## config.mk

```make
export PLATFORM = sky130hd
export DESIGN_NAME = powerpc_branch_unit_flat
export DESIGN_NICKNAME = d
export VERILOG_FILES = /design/src/hdl/pbu_pkg.sv /design/src/hdl/pbu_if.sv /design/src/hdl/powerpc_branch_unit.sv /design/src/flat_wrapper.sv
export SDC_FILE = /design/constraint.sdc
export NUM_CORES = 1
export LEC_CHECK = 0
export BUFFER_PORTS_ARGS = -buffer_cell sky130_fd_sc_hd__buf_2
export CORE_MARGIN = 2
export CORE_UTILIZATION = 30
export DETAILED_ROUTE_END_ITERATION = 16
export PLACE_DENSITY = 0.57
export SLEW_MARGIN = 20
export SYNTH_ARGS = -nofsm -noshare
export SYNTH_HDL_FRONTEND = slang
export SYNTH_SLANG_ARGS = --single-unit
```

## constraint.sdc

```tcl
create_clock -name clk_i -period 17.4 [get_ports clk_i]
set_input_delay 5.22 -clock clk_i [delete_from_list [all_inputs] [get_ports clk_i]]
set_output_delay 5.22 -clock clk_i [all_outputs]
set_load 0.05 [all_outputs]
```

## src/hdl/pbu_pkg.sv

```systemverilog
// Package with opcodes, option-bit positions and item types for the branch unit.
package pbu_pkg;

  // Instruction codes carried in the opcode field.
  typedef enum logic [3:0] {
    OP_B       = 4'd0,
    OP_BC      = 4'd1,
    OP_BCLR    = 4'd2,
    OP_BCCTR   = 4'd3,
    OP_CRAND   = 4'd4,
    OP_CRANDC  = 4'd5,
    OP_CREQV   = 4'd6,
    OP_CRNAND  = 4'd7,
    OP_CRNOR   = 4'd8,
    OP_CROR    = 4'd9,
    OP_CRORC   = 4'd10,
    OP_CRXOR   = 4'd11,
    OP_SET_CTR = 4'd12,
    OP_SET_LR  = 4'd13,
    OP_SET_CR  = 4'd14
  } op_e;

  // Bit positions inside the BO field.
  localparam int unsigned BoSkipCr   = 4;
  localparam int unsigned BoCrSense  = 3;
  localparam int unsigned BoSkipCtr  = 2;
  localparam int unsigned BoCtrSense = 1;

  // Address increment to the sequential instruction.
  localparam logic [31:0] InstrBytes = 32'd4;

  // One instruction to execute.
  typedef struct packed {
    logic [3:0]         opcode;
    logic [31:0]        current_address;
    logic signed [23:0] displacement;
    logic [4:0]         branch_options;
    logic [4:0]         cond_bit_index;
    logic               absolute;
    logic               link;
    logic [4:0]         src_bit_a;
    logic [4:0]         src_bit_b;
    logic [4:0]         dest_bit;
    logic [63:0]        write_value;
  } in_item_t;

  // Outcome of one instruction.
  typedef struct packed {
    logic [31:0] next_address;
    logic        taken;
    logic [63:0] ctr_value;
    logic [63:0] lr_value;
    logic [31:0] cr_value;
  } out_item_t;

endpackage

```

## src/hdl/pbu_if.sv

```systemverilog
// Valid/ready channel interfaces for the branch unit's input and result items.
interface pbu_in_if;
  import pbu_pkg::*;

  logic     valid;
  logic     ready;
  in_item_t payload;

  modport source (output valid, output payload, input ready);
  modport sink   (input valid, input payload, output ready);
endinterface

interface pbu_out_if;
  import pbu_pkg::*;

  logic      valid;
  logic      ready;
  out_item_t payload;

  modport source (output valid, output payload, input ready);
  modport sink   (input valid, input payload, output ready);
endinterface

```

## src/hdl/powerpc_branch_unit.sv

```systemverilog
// Each item passes the input register and then the result register, where its result waits to be read.
// Throughput: one item per cycle while out_o.ready is high; CTR, LR and CR update as an item
// leaves the input register, so the following item in the input register already sees
// the new values. The result register decouples the sides: one more item is taken into the
// empty input register while a result waits. Reset (rst_ni low, asynchronous) empties both
// stages and clears CTR, LR and CR to zero.
module powerpc_branch_unit (
  input  logic      clk_i,
  input  logic      rst_ni,
  pbu_in_if.sink    in_i,
  pbu_out_if.source out_o
);
  import pbu_pkg::*;

  logic        in_valid_q;
  in_item_t    in_q;
  logic        out_valid_q;
  out_item_t   res_q;
  out_item_t   res_d;
  logic        advance;
  logic [63:0] ctr_q, ctr_d;
  logic [63:0] lr_q, lr_d;
  logic [31:0] cr_q, cr_d;

  // Handshake: the input stage moves on when the result register is free or being read.
  assign advance     = in_valid_q && (!out_valid_q || out_o.ready);
  assign in_i.ready  = !in_valid_q || advance;
  assign out_o.valid = out_valid_q;
  assign out_o.payload = res_q;

  // Input register.
  always_ff @(posedge clk_i or negedge rst_ni) begin
    if (!rst_ni) begin
      in_valid_q <= 1'b0;
    end else if (in_i.ready) begin
      in_valid_q <= in_i.valid;
    end
  end

  always_ff @(posedge clk_i) begin
    if (in_i.ready && in_i.valid) begin
      in_q <= in_i.payload;
    end
  end

  // Execute the instruction held in the input register.
  always_comb begin
    logic [31:0] seq;
    logic [31:0] offs;
    logic [31:0] target;
    logic [63:0] ctr_dec;
    logic        ctr_ok;
    logic        cond_ok;
    logic        taken;
    logic        bit_a;
    logic        bit_b;
    logic        bit_r;

    seq     = in_q.current_address + InstrBytes;
    offs    = {{6{in_q.displacement[23]}}, in_q.displacement, 2'b00};
    ctr_dec = ctr_q - 64'd1;
    ctr_ok  = in_q.branch_options[BoSkipCtr] ? 1'b1 :
              ((ctr_dec != 64'd0) ^ in_q.branch_options[BoCtrSense]);
    cond_ok = in_q.branch_options[BoSkipCr] ? 1'b1 :
              (cr_q[~in_q.cond_bit_index] == in_q.branch_options[BoCrSense]);
    bit_a   = cr_q[~in_q.src_bit_a];
    bit_b   = cr_q[~in_q.src_bit_b];
    target  = in_q.absolute ? offs : (in_q.current_address + offs);
    taken   = 1'b0;
    bit_r   = 1'b0;
    ctr_d   = ctr_q;
    lr_d    = lr_q;
    cr_d    = cr_q;

    case (in_q.opcode)
      OP_B: begin
        taken = 1'b1;
      end
      OP_BC: begin
        if (!in_q.branch_options[BoSkipCtr]) ctr_d = ctr_dec;
        taken = ctr_ok && cond_ok;
      end
      OP_BCLR: begin
        if (!in_q.branch_options[BoSkipCtr]) ctr_d = ctr_dec;
        taken  = ctr_ok && cond_ok;
        target = lr_q[31:0];
      end
      OP_BCCTR: begin
        taken  = cond_ok;
        target = ctr_q[31:0];
      end
      OP_SET_CTR: ctr_d = in_q.write_value;
      OP_SET_LR:  lr_d  = in_q.write_value;
      OP_SET_CR:  cr_d  = in_q.write_value[31:0];
      OP_CRAND, OP_CRANDC, OP_CREQV, OP_CRNAND,
      OP_CRNOR, OP_CROR, OP_CRORC, OP_CRXOR: begin
        case (in_q.opcode)
          OP_CRAND:  bit_r = bit_a & bit_b;
          OP_CRANDC: bit_r = bit_a & ~bit_b;
          OP_CREQV:  bit_r = ~(bit_a ^ bit_b);
          OP_CRNAND: bit_r = ~(bit_a & bit_b);
          OP_CRNOR:  bit_r = ~(bit_a | bit_b);
          OP_CROR:   bit_r = bit_a | bit_b;
          OP_CRORC:  bit_r = bit_a | ~bit_b;
          default:   bit_r = bit_a ^ bit_b;
        endcase
        cr_d[~in_q.dest_bit] = bit_r;
      end
      default: ;
    endcase

    // Branches with the link bit save the return address after LR was read.
    if ((in_q.opcode == OP_B || in_q.opcode == OP_BC || in_q.opcode == OP_BCLR ||
         in_q.opcode == OP_BCCTR) && in_q.link) begin
      lr_d = {32'd0, seq};
    end

    res_d.next_address = (taken ? target : seq) & ~32'd3;
    res_d.taken        = taken;
    res_d.ctr_value    = ctr_d;
    res_d.lr_value     = lr_d;
    res_d.cr_value     = cr_d;
  end

  // Architectural registers and the result stage.
  always_ff @(posedge clk_i or negedge rst_ni) begin
    if (!rst_ni) begin
      ctr_q       <= 64'd0;
      lr_q        <= 64'd0;
      cr_q        <= 32'd0;
      out_valid_q <= 1'b0;
    end else begin
      if (advance) begin
        ctr_q <= ctr_d;
        lr_q  <= lr_d;
        cr_q  <= cr_d;
      end
      if (advance) begin
        out_valid_q <= 1'b1;
      end else if (out_o.ready) begin
        out_valid_q <= 1'b0;
      end
    end
  end

  always_ff @(posedge clk_i) begin
    if (advance) begin
      res_q <= res_d;
    end
  end

  // Non-branch instructions never report a taken branch.
  assert property (@(posedge clk_i) disable iff (!rst_ni)
    advance && (in_q.opcode > OP_BCCTR) |-> !res_d.taken)
    else $error("non-branch item reported as taken");

  // Every delivered next address is word aligned.
  assert property (@(posedge clk_i) disable iff (!rst_ni)
    out_valid_q |-> (res_q.next_address[1:0] == 2'b00))
    else $error("next address not word aligned");

  // The count register only moves when an item is executed.
  assert property (@(posedge clk_i) disable iff (!rst_ni)
    !advance |=> $stable(ctr_q))
    else $error("count register changed without an item");

  // A set-CTR item loads its value into the count register.
  assert property (@(posedge clk_i) disable iff (!rst_ni)
    advance && (in_q.opcode == OP_SET_CTR) |=> (ctr_q == $past(in_q.write_value)))
    else $error("set CTR did not load the count register");

endmodule

```

## src/flat_wrapper.sv

```systemverilog
// flat-port wrapper written by rule: the top's interface ports become plain ports
module powerpc_branch_unit_flat import pbu_pkg::*;
  (clk_i, rst_ni, in_i_valid, in_i_payload, in_i_ready, out_o_valid, out_o_payload, out_o_ready);
  pbu_in_if in_i_i ();
  pbu_out_if out_o_i ();
  input  logic clk_i;
  input  logic rst_ni;
  input wire logic [$bits(in_i_i.valid)-1:0] in_i_valid;
  input wire logic [$bits(in_i_i.payload)-1:0] in_i_payload;
  output wire logic [$bits(in_i_i.ready)-1:0] in_i_ready;
  output wire logic [$bits(out_o_i.valid)-1:0] out_o_valid;
  output wire logic [$bits(out_o_i.payload)-1:0] out_o_payload;
  input wire logic [$bits(out_o_i.ready)-1:0] out_o_ready;
  assign in_i_i.valid = in_i_valid;
  assign in_i_i.payload = in_i_payload;
  assign in_i_ready = in_i_i.ready;
  assign out_o_valid = out_o_i.valid;
  assign out_o_payload = out_o_i.payload;
  assign out_o_i.ready = out_o_ready;
  powerpc_branch_unit u_core (.clk_i(clk_i), .rst_ni(rst_ni), .in_i(in_i_i), .out_o(out_o_i));
endmodule
```

# --- Word-level counts from Yosys, hierarchy flattened ---
# Index checks and enable logic that the tools add are counted.
op_classes:
  n_addsub: 3
  multipliers: 0
  n_div: 0
  n_lt_le_gt_ge: 5
  n_eq_ne: 15
  shifts: 0
  mux: 24
  bitwise_logic: 14
  n_reduce_logical: 17
ops:
  columns: ["cell", "count"]
  rows:
  - ["$mux W64", 3]
  - ["$pmux W32 S2", 2]
  - ["$pmux W64 S2", 1]
  - ["$mux W32", 2]
  - ["$reduce_bool A64 Y1", 1]
  - ["$sub A64 B1 Y64 const B", 1]
  - ["$add A32 B3 Y32 const B", 1]
  - ["$add A32 B32 Y32", 1]
  - ["$bwmux W32", 1]
  - ["$eq A4 B4 Y1 const B", 7]
  - ["$lt A5 B6 Y1 const B", 4]
  - ["$not A5 Y5", 4]
  - ["$eq A4 B3 Y1 const B", 4]
  - ["$bmux W1 S5", 3]
  - ["$mux W1", 9]
  - ["$eq A4 B2 Y1 const B", 2]
  - ["$reduce_or A8 Y1", 1]
  - ["$pmux W1 S7", 1]
  - ["$demux W1 S5", 1]
  - ["$ge A5 B1 Y1 const B", 1]
  - ["$logic_and A1 B1 Y1", 5]
  - ["$logic_or A1 B1 Y1", 5]
  - ["$eq A4 B1 Y1 const B", 1]
  - ["$logic_not A4 Y1", 1]
  - ["other kinds (9)", 16]
word_totals:
  register_bits: 504
  latchBits: 0
  ram_bits: 0
  mem_bits_ro: 0
  in_bits: 155
  out_inout_bits: 195
  mem_count: 0

# --- Depth between registers and ports, before layout ---
# Gate-level depths: netlist of run 1.
depth:
  word_depth: 9
  depth_mapped: 16

# --- Worst setup path after synthesis of run 1 ---
# Ideal clock, no wire load.
synth_path:
  kind: "input port to flip-flop"
  startpoint: "in out_o_ready"
  endpoint: "reg u_core.res_q, in the netlist u_core.out_o.payload[0], enable pin"
  arrival_time_ns: 11.227
  slack_ns: 5.543
  cell_stages: 5
  path_buffers: 2
  cell_sequence: "nand2b_1 > nand2_1 > inv_2 > clkbuf_1 > clkbuf_1"
synth_via:
  elab_chain_cells: 2
synth_lines:
  columns: ["item", "line", "source"]
  rows:
  - ["start, declared", "flat_wrapper.sv:13", "input wire logic [$bits(out_o_i.ready)-1:0] out_o_ready;"]
  - ["$logic_or A1 B1 Y1", "powerpc_branch_unit.sv:26", "assign advance = in_valid_q && (!out_valid_q || out_o.ready);"]
  - ["$logic_and A1 B1 Y1", "powerpc_branch_unit.sv:26", null]
  - ["net u_core.advance", "powerpc_branch_unit.sv:20", "logic advance;"]
  - ["end signal, assigned", "powerpc_branch_unit.sv:148", "res_q <= res_d;"]
  - ["end, declared", "powerpc_branch_unit.sv:18", "out_item_t res_q;"]
# The timed path passes the listed nets, and every way through them passes these cells.
# A chain may end at the register's enable or synchronous reset.

# --- Worst setup path after layout of run 1 ---
layout_path:
  startpoint: "in out_o_ready"
  endpoint: "out in_i_ready"
layout_via:
  elab_chain_cells: 3
layout_lines:
  columns: ["item", "line", "source"]
  rows:
  - ["$logic_or A1 B1 Y1", "powerpc_branch_unit.sv:26", null]
  - ["$logic_and A1 B1 Y1", "powerpc_branch_unit.sv:26", null]
  - ["$logic_or A1 B1 Y1", "powerpc_branch_unit.sv:27", "assign in_i.ready = !in_valid_q || advance;"]
  - ["end, declared", "flat_wrapper.sv:10", "output wire logic [$bits(in_i_i.ready)-1:0] in_i_ready;"]
# Every way passes these cells.

==> results of run 1 <==
[critical path: cells and delay by family]
family | cells | cell delay, ns
AND/OR/NAND/NOR | 1 | 0.17
buffers and inverters | 2 | 0.33
[per-stage QoR]
step                       util  hold WS (ns)  setup slack [ns]
after floorplan               -         0.446              5.54
after global placement    0.336         0.456              6.46
after detailed placement  0.336         0.462              6.45
after CTS                 0.360         0.478              6.45
after global routing      0.360         0.495              6.44
final                     0.360         0.474              6.45
[cell usage after synthesis, types with 7 or more instances]
cell type | number | area (um2)
edfxtp_1 | 341 | 10200
mux4_2 | 30 | 676
or3_1 | 15 | 93.8
and3_1 | 17 | 106
buf_1 | 17 | 63.8
a21o_1 | 8 | 60.1
mux2_2 | 38 | 428
a22oi_1 | 53 | 398
clkbuf_1 | 123 | 462
a22o_1 | 7 | 61.3
nor2b_1 | 16 | 100
a211oi_1 | 25 | 188
and2_1 | 30 | 188
or2_2 | 10 | 62.6
inv_1 | 21 | 78.8
nor4_1 | 26 | 163
xnor2_1 | 38 | 333
nor3_1 | 45 | 225
a31oi_1 | 10 | 62.6
or4_1 | 7 | 52.6
nand2b_1 | 11 | 68.8
ha_1 | 36 | 450
o22ai_1 | 34 | 213
xor2_1 | 37 | 324
nand3_1 | 34 | 170
mux2i_1 | 51 | 510
nand2_1 | 487 | 1830
nor2_1 | 207 | 777
nand3b_1 | 8 | 60.1
a221o_1 | 26 | 260
a21oi_1 | 100 | 500
dfrtp_1 | 162 | 4050
o211ai_1 | 19 | 143
nand4_1 | 19 | 119
and4_1 | 7 | 61.3
a221oi_1 | 9 | 78.8
o21ai_0 | 127 | 636
[final cells by class]
class / instances / area [um2] / area share
tap: 1080 / 1350 / 0.0449
multi-input combinational: 1680 / 10300 / 0.343
antenna: 3 / 7.51 / 0.000249
clock inverter: 43 / 537 / 0.0178
timing repair buffer: 376 / 1980 / 0.0656
clock buffer: 66 / 1520 / 0.0506
sequential: 503 / 14300 / 0.475
inverter: 23 / 93.8 / 0.00312
[routing by layer]
| layer | vias up | wire (um) | track usage |
|---|---|---|---|
| li1 | 9210 | - | - |
| met1 | 9810 | 38300 | 0.273 |
| met2 | 781 | 40000 | 0.307 |
| met4 | 0 | 3950 | 0.0874 |
| met5 | - | 0 | 0 |
| met3 | 151 | 5780 | 0.0305 |
[flip-flops by register name, indices dropped and copies added, names as in the netlist]
name / cells
u_core.out_o.payload: 191
u_core.cr_q: 32
u_core.ctr_q: 64
u_core.lr_q: 64
u_core.out_o.valid: 1
u_core.in_q: 150
u_core.in_valid_q: 1
[power by group]
group	internal [mW]	switching, mW
registers	1.54	0.264
logic	0.360	0.708
clock network	0.795	0.525
[final timing paths]
check                                             to              from  cells after the start
max in group asynchronous            u_core.lr_q[20]            rst_ni                      2
hold reg to reg                      u_core.lr_q[42]   u_core.lr_q[42]                      2
hold / removal                       u_core.lr_q[42]   u_core.lr_q[42]                      2
min in group asynchronous           u_core.ctr_q[54]            rst_ni                      1
setup / recovery                          in_i_ready       out_o_ready                      3
setup reg to reg           u_core.out_o.payload[192]  u_core.ctr_q[21]                     12
[cells by family (layout without fill, tap and decap cells)]
group                      Yosys count  after routing
and+or+nand+nor                    971            971
DFF                                503            503
AOI/OAI and AO/OA                  475            475
buffers and inverters              175            508
muxes                              120            120
xor gates and xnor gates            75             75
adders and majority gates           37             37
other                                1              5
==> qor.yml, run 1 <==
synthesis:
  yosysUniqueCellTypes: 82
  synth_xor_area_frac: 0.0260
  synth-compound-area-share: 0.123
  synth_top_family_by_area: "simple AND/OR/NAND/NOR gates"
  netlist_area_um2: 25300
  synthArstFlopShare: 0.322
  synth_flop_cell: "edfxtp_1"
  synth-edff-count: 341
  muxShareOfSynthArea: 0.0643
  synthAdderAreaFrac: 0.0186
  postSynthCellCount: 2357
  synthSimpleGateAreaFrac: 0.175
  yosysSeqAreaShare: 0.566
  postSynthAreaPerCell_um2: 10.7
  ys_warn_count: 0
  yosys_register_bits: 503
clocking:
  clk_pin_slew_ns: 0.06
  clkSinkCount: 503
  ctsResizeCount: 0
  ctsHtreeMaxLevel: 2
  cts_tree: "built"
  worstSkewPairLatency_ns: 0.62
  clock-root-buffer: "clkbuf_16"
  cts_hold_buf: 0
  clockBufferDepth: 3
  cts_inserted_buffers: 58
  postCtsSetupRepairBufs: 0
floorplanning:
  rows: 106
  fp.dieW_um: 294
  pin_count: 350
  die_y_um: 294
  die-area_um2: 86600
  fp.coreArea_um2: 83600
  start_util: 0.302
drt:
  drc: 0
  drt-vias-per-instance: 5.29
  wl_per_cell_um: 23.3
  wl_um: 88100
  antenna_left: 0
  vias: 20000
  drtIter0Drc: 1910
  first_pass_iters: 6
worst_setup_path:
  critical-path-max-stage-delay_ns: 0.23
  startpoint_type: "input pin"
  reg2reg_slack_ns: 11.77
  crit_chain: "buf_2 > nand3b_1 > buf_2"
  worst_path_most_repeated_cell: "buf_2"
  crit_path_end_kind: "output port"
  critPathRequiredTime_ns: 12.18
  cp_max_fo: 3
  cp.arrival_ns: 5.73
  critPathSlowestCell: "buf_2"
  path_class: "input pin to output port"
layout:
  fillCellCount: 8353
  drive_above_1_share: 0.219
  final_cell_area_um2: 30100
  final_nets: 2834
  area_growth_syn_to_layout_pct: 19.2
  final_common_cell: "nand2_1"
  layout.cells.non_filler: 3774
  layout_common_cells: "nand2_1 (486), buf_2 (345), edfxtp_1 (341)"
global_routing:
  grt_overflow: 0
  grt_max_degree: 151
  grt_usage: 0.198
  antenna_found_initial: 4
  grt_pass1_vias: 18700
  grt_pass1_wl_um: 126000
sta:
  setup-tns-final_ns: 0
  finClkSkew_ns: 0.0281
  setup_viol: 0
  worst_pin_slew_ns: 1.05
  drv_slew: 0
  rsz0062_at_grt: "false"
  hold_viol: 0
  max_freq_mhz: 91.4
  period_needed_ns: 10.95
  slew_headroom: 0.295
  finalCritPeriodShare: 0.629
run_status:
  status: "finished, final reports clean"
placed_design:
  placed_cells: 3662
  port_buffers: 346
  placed_area_um2: 28000
  gp_congestion: 0.918
  dpl.hpwl_um: 61700
pwr:
  power_mw: 4.19
  p_leak_nw: 11.9
  ir_drop_uv: 77.8
  p_per_area_nw_per_um2: 139
min_path:
  hp-class: "flip-flop to flip-flop"
flow_run:
  max-cap-violations: 0
(Power assumes the default switching activity.)
==> run 2: changes to the inputs <==
==> constraint.sdc (replaced) <==
create_clock -name clk_i -period 10.55 [get_ports clk_i]
set_input_delay 3.165 -clock clk_i [delete_from_list [all_inputs] [get_ports clk_i]]
set_output_delay 3.165 -clock clk_i [all_outputs]
set_load 0.05 [all_outputs]
==> qor.yml, run 2 (synthesis gave the netlist of run 1 again) <==
worst_setup_path:
  reg2reg_slack_ns: 4.95
  crit_end: "in_i_ready"
  critical-path-max-stage-delay_ns: 0.24
  crit_chain: "buf_2 > nand3b_1 > buf_2"
  cp-startpoint: "out_o_ready"
  crit_family: "buffers and inverters"
  worst_path_most_repeated_cell: "buf_2"
  cp.depth: 3
  cp_max_fo: 3
  cp.arrival_ns: 3.69
  path_class: "input pin to output port"
  critPathRequiredTime_ns: 7.39
  critPathSlowestCell: "buf_2"
  startpoint_type: "input pin"
  timing.rr.end: "u_core.out_o.payload[190]"
  crit_path_end_kind: "output port"
  r2r-start: "u_core.ctr_q[22]"
  r2r_cells: 12
  crit_buf_inv: 2
global_routing:
  antenna_found_initial: 5
  grt_max_degree: 161
  grt_pass1_vias: 18900
  grt_overflow: 0
  grt_pass1_wl_um: 127000
  grt_usage: 0.198
floorplanning:
  fp.dieW_um: 294
  die-area_um2: 86600
  pin_count: 350
  start_util: 0.302
  fp.coreArea_um2: 83600
  die_y_um: 294
  rows: 106
sta:
  max_freq_mhz: 146
  hold_viol: 0
  setup-tns-final_ns: 0
  period_needed_ns: 6.85
  setup_viol: 0
  finalCritPeriodShare: 0.650
  rsz0062_at_grt: "false"
  drv_slew: 0
  finClkSkew_ns: 0.0185
  slew_headroom: 0.219
  worst_pin_slew_ns: 1.17
layout:
  largest_reg_flops: 191
  final_common_cell: "nand2_1"
  fillCellCount: 8359
  drive_above_1_share: 0.215
  area_growth_syn_to_layout_pct: 18.6
  final_nets: 2833
  layout_common_cells: "nand2_1 (486), buf_2 (345), edfxtp_1 (341)"
  layout.cells.non_filler: 3772
pwr:
  internal-power_mw: 4.30
  p_leak_nw: 11.8
  switching_share: 0.363
  p_comb_frac: 0.260
  switching_power_mw: 2.46
  ir_drop_uv: 133
  p_per_area_nw_per_um2: 226
  pwr-share-clk: 0.300
  pwr-share-seq: 0.440
drt:
  first_pass_iters: 5
  antenna_left: 0
  wl_um: 88600
  wl_per_cell_um: 23.5
  drt-vias-per-instance: 5.32
  drc: 0
  vias: 20100
  drtIter0Drc: 1820
placed_design:
  dpl.hpwl_um: 62000
  port_buffers: 346
  placed_cells: 3661
  gp_congestion: 0.925
clocking:
  clkSinkCount: 503
  clock-root-buffer: "clkbuf_16"
  cts_tree: "built"
  postCtsSetupRepairBufs: 0
  cts_hold_buf: 0
  clockBufferDepth: 3
  clk_pin_slew_ns: 0.06
  worstSkewPairLatency_ns: 0.62
  ctsResizeCount: 0
  cts_inserted_buffers: 58
  ctsHtreeMaxLevel: 2
flow_run:
  max-cap-violations: 0
min_path:
  hp-class: "flip-flop to flip-flop"
run_status:
  status: "finished, final reports clean"
-- run 2: changes by cell type in the layout (fill, tap and decap cells not counted) --
cell	change
clkinvlp_4	+3
clkbuf_16	+2
buf_4	-1
clkinv_2	-8
clkbuf_1	+9
inv_6	-6
clkinv_4	+1
diode_2	-1
bufinv_16	-9
clkbuf_8	+8
-- run 2: worst reg2reg max path: cells and delay by family, from the launching register on --
family / cells / cell delay [ns]
multiplexers: 2 / 0.54
AND/OR/NAND/NOR: 6 / 3.14
AO/OA/AOI/OAI: 2 / 0.42
flip-flops: 1 / 0.51
buffers and inverters: 2 / 0.72
-- run 2: worst min-delay path by stage --
| stage | from | endpoint | slack, ns | cells past startpoint |
|---|---|---|---|---|
| after detailed placement | u_core.lr_q[53] | u_core.lr_q[53] | 0.46 | 2 |
| final | u_core.lr_q[58] | u_core.lr_q[58] | 0.47 | 2 |
| after global placement | u_core.lr_q[1] | u_core.lr_q[1] | 0.46 | 2 |
| after global routing | u_core.lr_q[47] | u_core.lr_q[47] | 0.50 | 2 |
| after floorplan | u_core.lr_q[0] | u_core.lr_q[0] | 0.45 | 2 |
| after CTS | u_core.lr_q[35] | u_core.lr_q[35] | 0.48 | 2 |
-- run 2: through the flow --
step / hold slack (ns) / power (mW) / util / worst slack (ns) / area, um2
6_report: 0.474 / 6.76 / 0.359 / 3.70 / 30000
3_5_place_dp: 0.462 / 4.76 / 0.336 / 3.69 / 28000
3_3_place_gp: 0.457 / 4.73 / 0.336 / 3.70 / 28000
4_1_cts: 0.476 / 6.81 / 0.359 / 3.69 / 30000
5_1_grt: 0.501 / 7.08 / 0.359 / 3.67 / 30000
2_1_floorplan: 0.446 / 4.16 / - / 0.748 / 25300
-- run 2: final cells by class --
| class | instances | area [um2] | area share |
|---|---|---|---|
| Multi-Input combinational cell | 1680 | 10300 | 0.345 |
| Tap cell | 1080 | 1350 | 0.0451 |
| Clock buffer | 85 | 1720 | 0.0573 |
| Timing Repair Buffer | 375 | 1970 | 0.0657 |
| Sequential cell | 503 | 14300 | 0.477 |
| Inverter | 23 | 93.8 | 0.00313 |
| Clock inverter | 24 | 205 | 0.00685 |
| Antenna cell | 2 | 5.00 | 0.000167 |
-- run 2: power by group through the flow --
stage	sequential (mW)	combinational (mW)	clock, mW
floorplan	3.19	0.971	0
global placement	3.00	1.73	0
detailed placement	3.00	1.75	0
CTS	2.97	1.76	2.09
global route	3.02	1.91	2.16
finish	2.97	1.76	2.03
-- run 2: metal layers --
metal	track usage	part of all wire
met5	0	0
met3	0.0305	0.067
met2	0.312	0.46
met4	0.0783	0.040
met1	0.274	0.43
==> run 3: changes to the inputs <==
--- a/config.mk
+++ b/config.mk
@@ -5,6 +5,7 @@
 export SDC_FILE = /design/constraint.sdc
 export NUM_CORES = 1
 export LEC_CHECK = 0
+export ABC_AREA = 1
 export BUFFER_PORTS_ARGS = -buffer_cell sky130_fd_sc_hd__buf_2
 export CORE_MARGIN = 2
 export CORE_UTILIZATION = 30
==> constraint.sdc (replaced) <==
create_clock -name clk_i -period 7.2 [get_ports clk_i]
set_input_delay 2.16 -clock clk_i [delete_from_list [all_inputs] [get_ports clk_i]]
set_output_delay 2.16 -clock clk_i [all_outputs]
set_load 0.05 [all_outputs]
==> qor.yml, run 3 <==
clocking:
  clockBufferDepth: 3
  clock-root-buffer: "clkbuf_16"
  ctsResizeCount: 0
  clkSinkCount: 503
  ctsHtreeMaxLevel: 2
  cts_tree: "built"
  worstSkewPairLatency_ns: 0.68
  postCtsSetupRepairBufs: 0
  cts_hold_buf: 0
  clk_pin_slew_ns: 0.06
  cts_inserted_buffers: 59
global_routing:
  grt_pass1_vias: 21900
  grt_pass1_wl_um: 144000
  antenna_found_initial: 5
  grt_max_degree: 160
  grt_usage: 0.213
  grt_overflow: 0
floorplanning:
  rows: 109
  die_y_um: 302
  start_util: 0.302
  fp.dieW_um: 302
  die-area_um2: 91300
  pin_count: 350
  fp.coreArea_um2: 88200
worst_setup_path:
  critical-path-max-stage-delay_ns: 0.28
  crit_path_end_kind: "output port"
  critPathRequiredTime_ns: 5.04
  critPathSlowestCell: "buf_2"
  cp-startpoint: "out_o_ready"
  r2r_cells: 19
  cp.arrival_ns: 2.66
  crit_buf_inv: 3
  cp_max_fo: 3
  crit_chain: "buf_2 > inv_1 > nand3_1 > buf_2"
  r2r-start: "u_core.ctr_q[0]"
  worst_path_most_repeated_cell: "buf_2"
  cp.depth: 4
  crit_family: "buffers and inverters"
  startpoint_type: "input pin"
  path_class: "input pin to output port"
synthesis:
  yosys_register_bits: 503
  synth-edff-count: 341
  synth_flop_cell: "edfxtp_1"
  yosysUniqueCellTypes: 47
  yosysMostFrequentCell: "nand2_1"
  yosysSeqAreaShare: 0.536
  postSynthCellCount: 3098
  synth_top_cell_by_area: "edfxtp_1"
  postSynthAreaPerCell_um2: 8.61
  synth_top_area_share: 0.384
  ys_warn_count: 0
  synthTopCellsByArea: "edfxtp_1 (38%), dfrtp_1 (15%), nand2_1 (11%)"
  netlist_area_um2: 26700
  synthArstFlopShare: 0.322
  synthTopCellsByCount: "nand2_1 (796), o21ai_0 (365), edfxtp_1 (341)"
drt:
  wl_per_cell_um: 21.5
  wl_um: 99500
  first_pass_iters: 5
  drt-vias-per-instance: 5.05
  antenna_left: 0
  vias: 23400
  drc: 0
  drtIter0Drc: 2051
sta:
  hold_viol: 0
  finClkSkew_ns: 0.0407
  setup_viol: 0
  finalCritPeriodShare: 0.669
  period_needed_ns: 4.82
  rsz0062_at_grt: "false"
  drv_slew: 0
  worst_pin_slew_ns: 1.12
  whs_ns: 0.480
  slew_headroom: 0.245
  setup-tns-final_ns: 0
  max_freq_mhz: 208
placed_design:
  port_buffers: 346
  gp_congestion: 0.957
  dpl.hpwl_um: 73900
  placed_cells: 4512
layout:
  layout_common_cells: "nand2_1 (794), o21ai_0 (365), buf_2 (345)"
  antenna_cells: 0
  layout.cells.non_filler: 4624
  area_growth_syn_to_layout_pct: 18.8
  drive_above_1_share: 0.150
  largest_reg_flops: 191
  final_nets: 3600
  final_common_cell: "nand2_1"
min_path:
  hold_path_depth: 2
  worstHoldStart: "u_core.lr_q[0]"
  hp-class: "flip-flop to flip-flop"
run_status:
  status: "finished, final reports clean"
pwr:
  p_per_area_nw_per_um2: 404
  p_leak_nw: 13.2
  ir_drop_uv: 277
flow_run:
  max-cap-violations: 0
-- run 3: cell type report --
class	count	area, um2
Fill cell	9095	56600
Sequential cell	503	14300
Multi-Input combinational cell	2157	10700
Timing Repair Buffer	373	1980
Clock buffer	68	1530
Tap cell	1165	1460
Inverter	314	1190
Clock inverter	44	499
-- run 3: path summary, 6_finish.rpt --
path | endpoint | slack, ns
worst min-delay path | u_core.lr_q[0] | 0.48
min in group asynchronous | u_core.lr_q[41] | 1.55
worst max register to register | u_core.out_o.payload[186] | 2.57
max in group asynchronous | u_core.lr_q[60] | 4.51
worst max-delay path | in_i_ready | 2.38
worst min register to register | u_core.lr_q[0] | 0.48
-- run 3: per-stage QoR --
stage	power [mW]	setup slack (ns)	instance area [um2]	util
finish	12.8	2.38	31700	0.359
detailed placement	9.65	2.38	29700	0.336
global placement	9.63	2.39	29700	0.336
CTS	12.9	2.38	31700	0.359
global route	13.6	2.29	31700	0.359
floorplan	8.06	1.05	26700	-
-- run 3: where the power goes --
part	switching [mW]	leakage, nW	internal (mW)
registers	0.628	5.44	4.04
clock network	1.34	0.976	1.83
logic	3.71	6.75	1.27
-- run 3: cell families after synthesis --
logic type,count (synthesis),synth area share
AND/OR/NAND/NOR,1319,0.201
AO/OA/AOI/OAI,730,0.160
flip-flops,503,0.536
buffers and inverters,439,0.0627
XOR/XNOR,69,0.0227
adder cells (fa/ha/maj),37,0.0176
other,1,0.000141
-- run 3: worst register-to-register path: stages (launching register included) --
cell and delay (ns):
dfrtp_1 0.41, inv_1 0.13, ha_1 0.35, inv_1 0.15, nor2_4 0.18, nand2_2 0.13
o21ai_0 0.42, nand2_1 0.14, nor2_1 0.13, nand2_1 0.06, nor2_1 0.13, nand2_1 0.06
nor2_1 0.30, nand3_1 0.13, nand3_1 0.27, nand2_2 0.12, nand2_4 0.34, nand2_2 0.55
nand2_1 0.26, nand2_1 0.12
-- run 3: metal layers --
| layer | routed length, um | GRT usage |
|---|---|---|
| met1 | 44100 | 0.293 |
| met5 | 28 | 0 |
| met2 | 46400 | 0.344 |
| met4 | 3270 | 0.0685 |
| met3 | 5810 | 0.0322 |
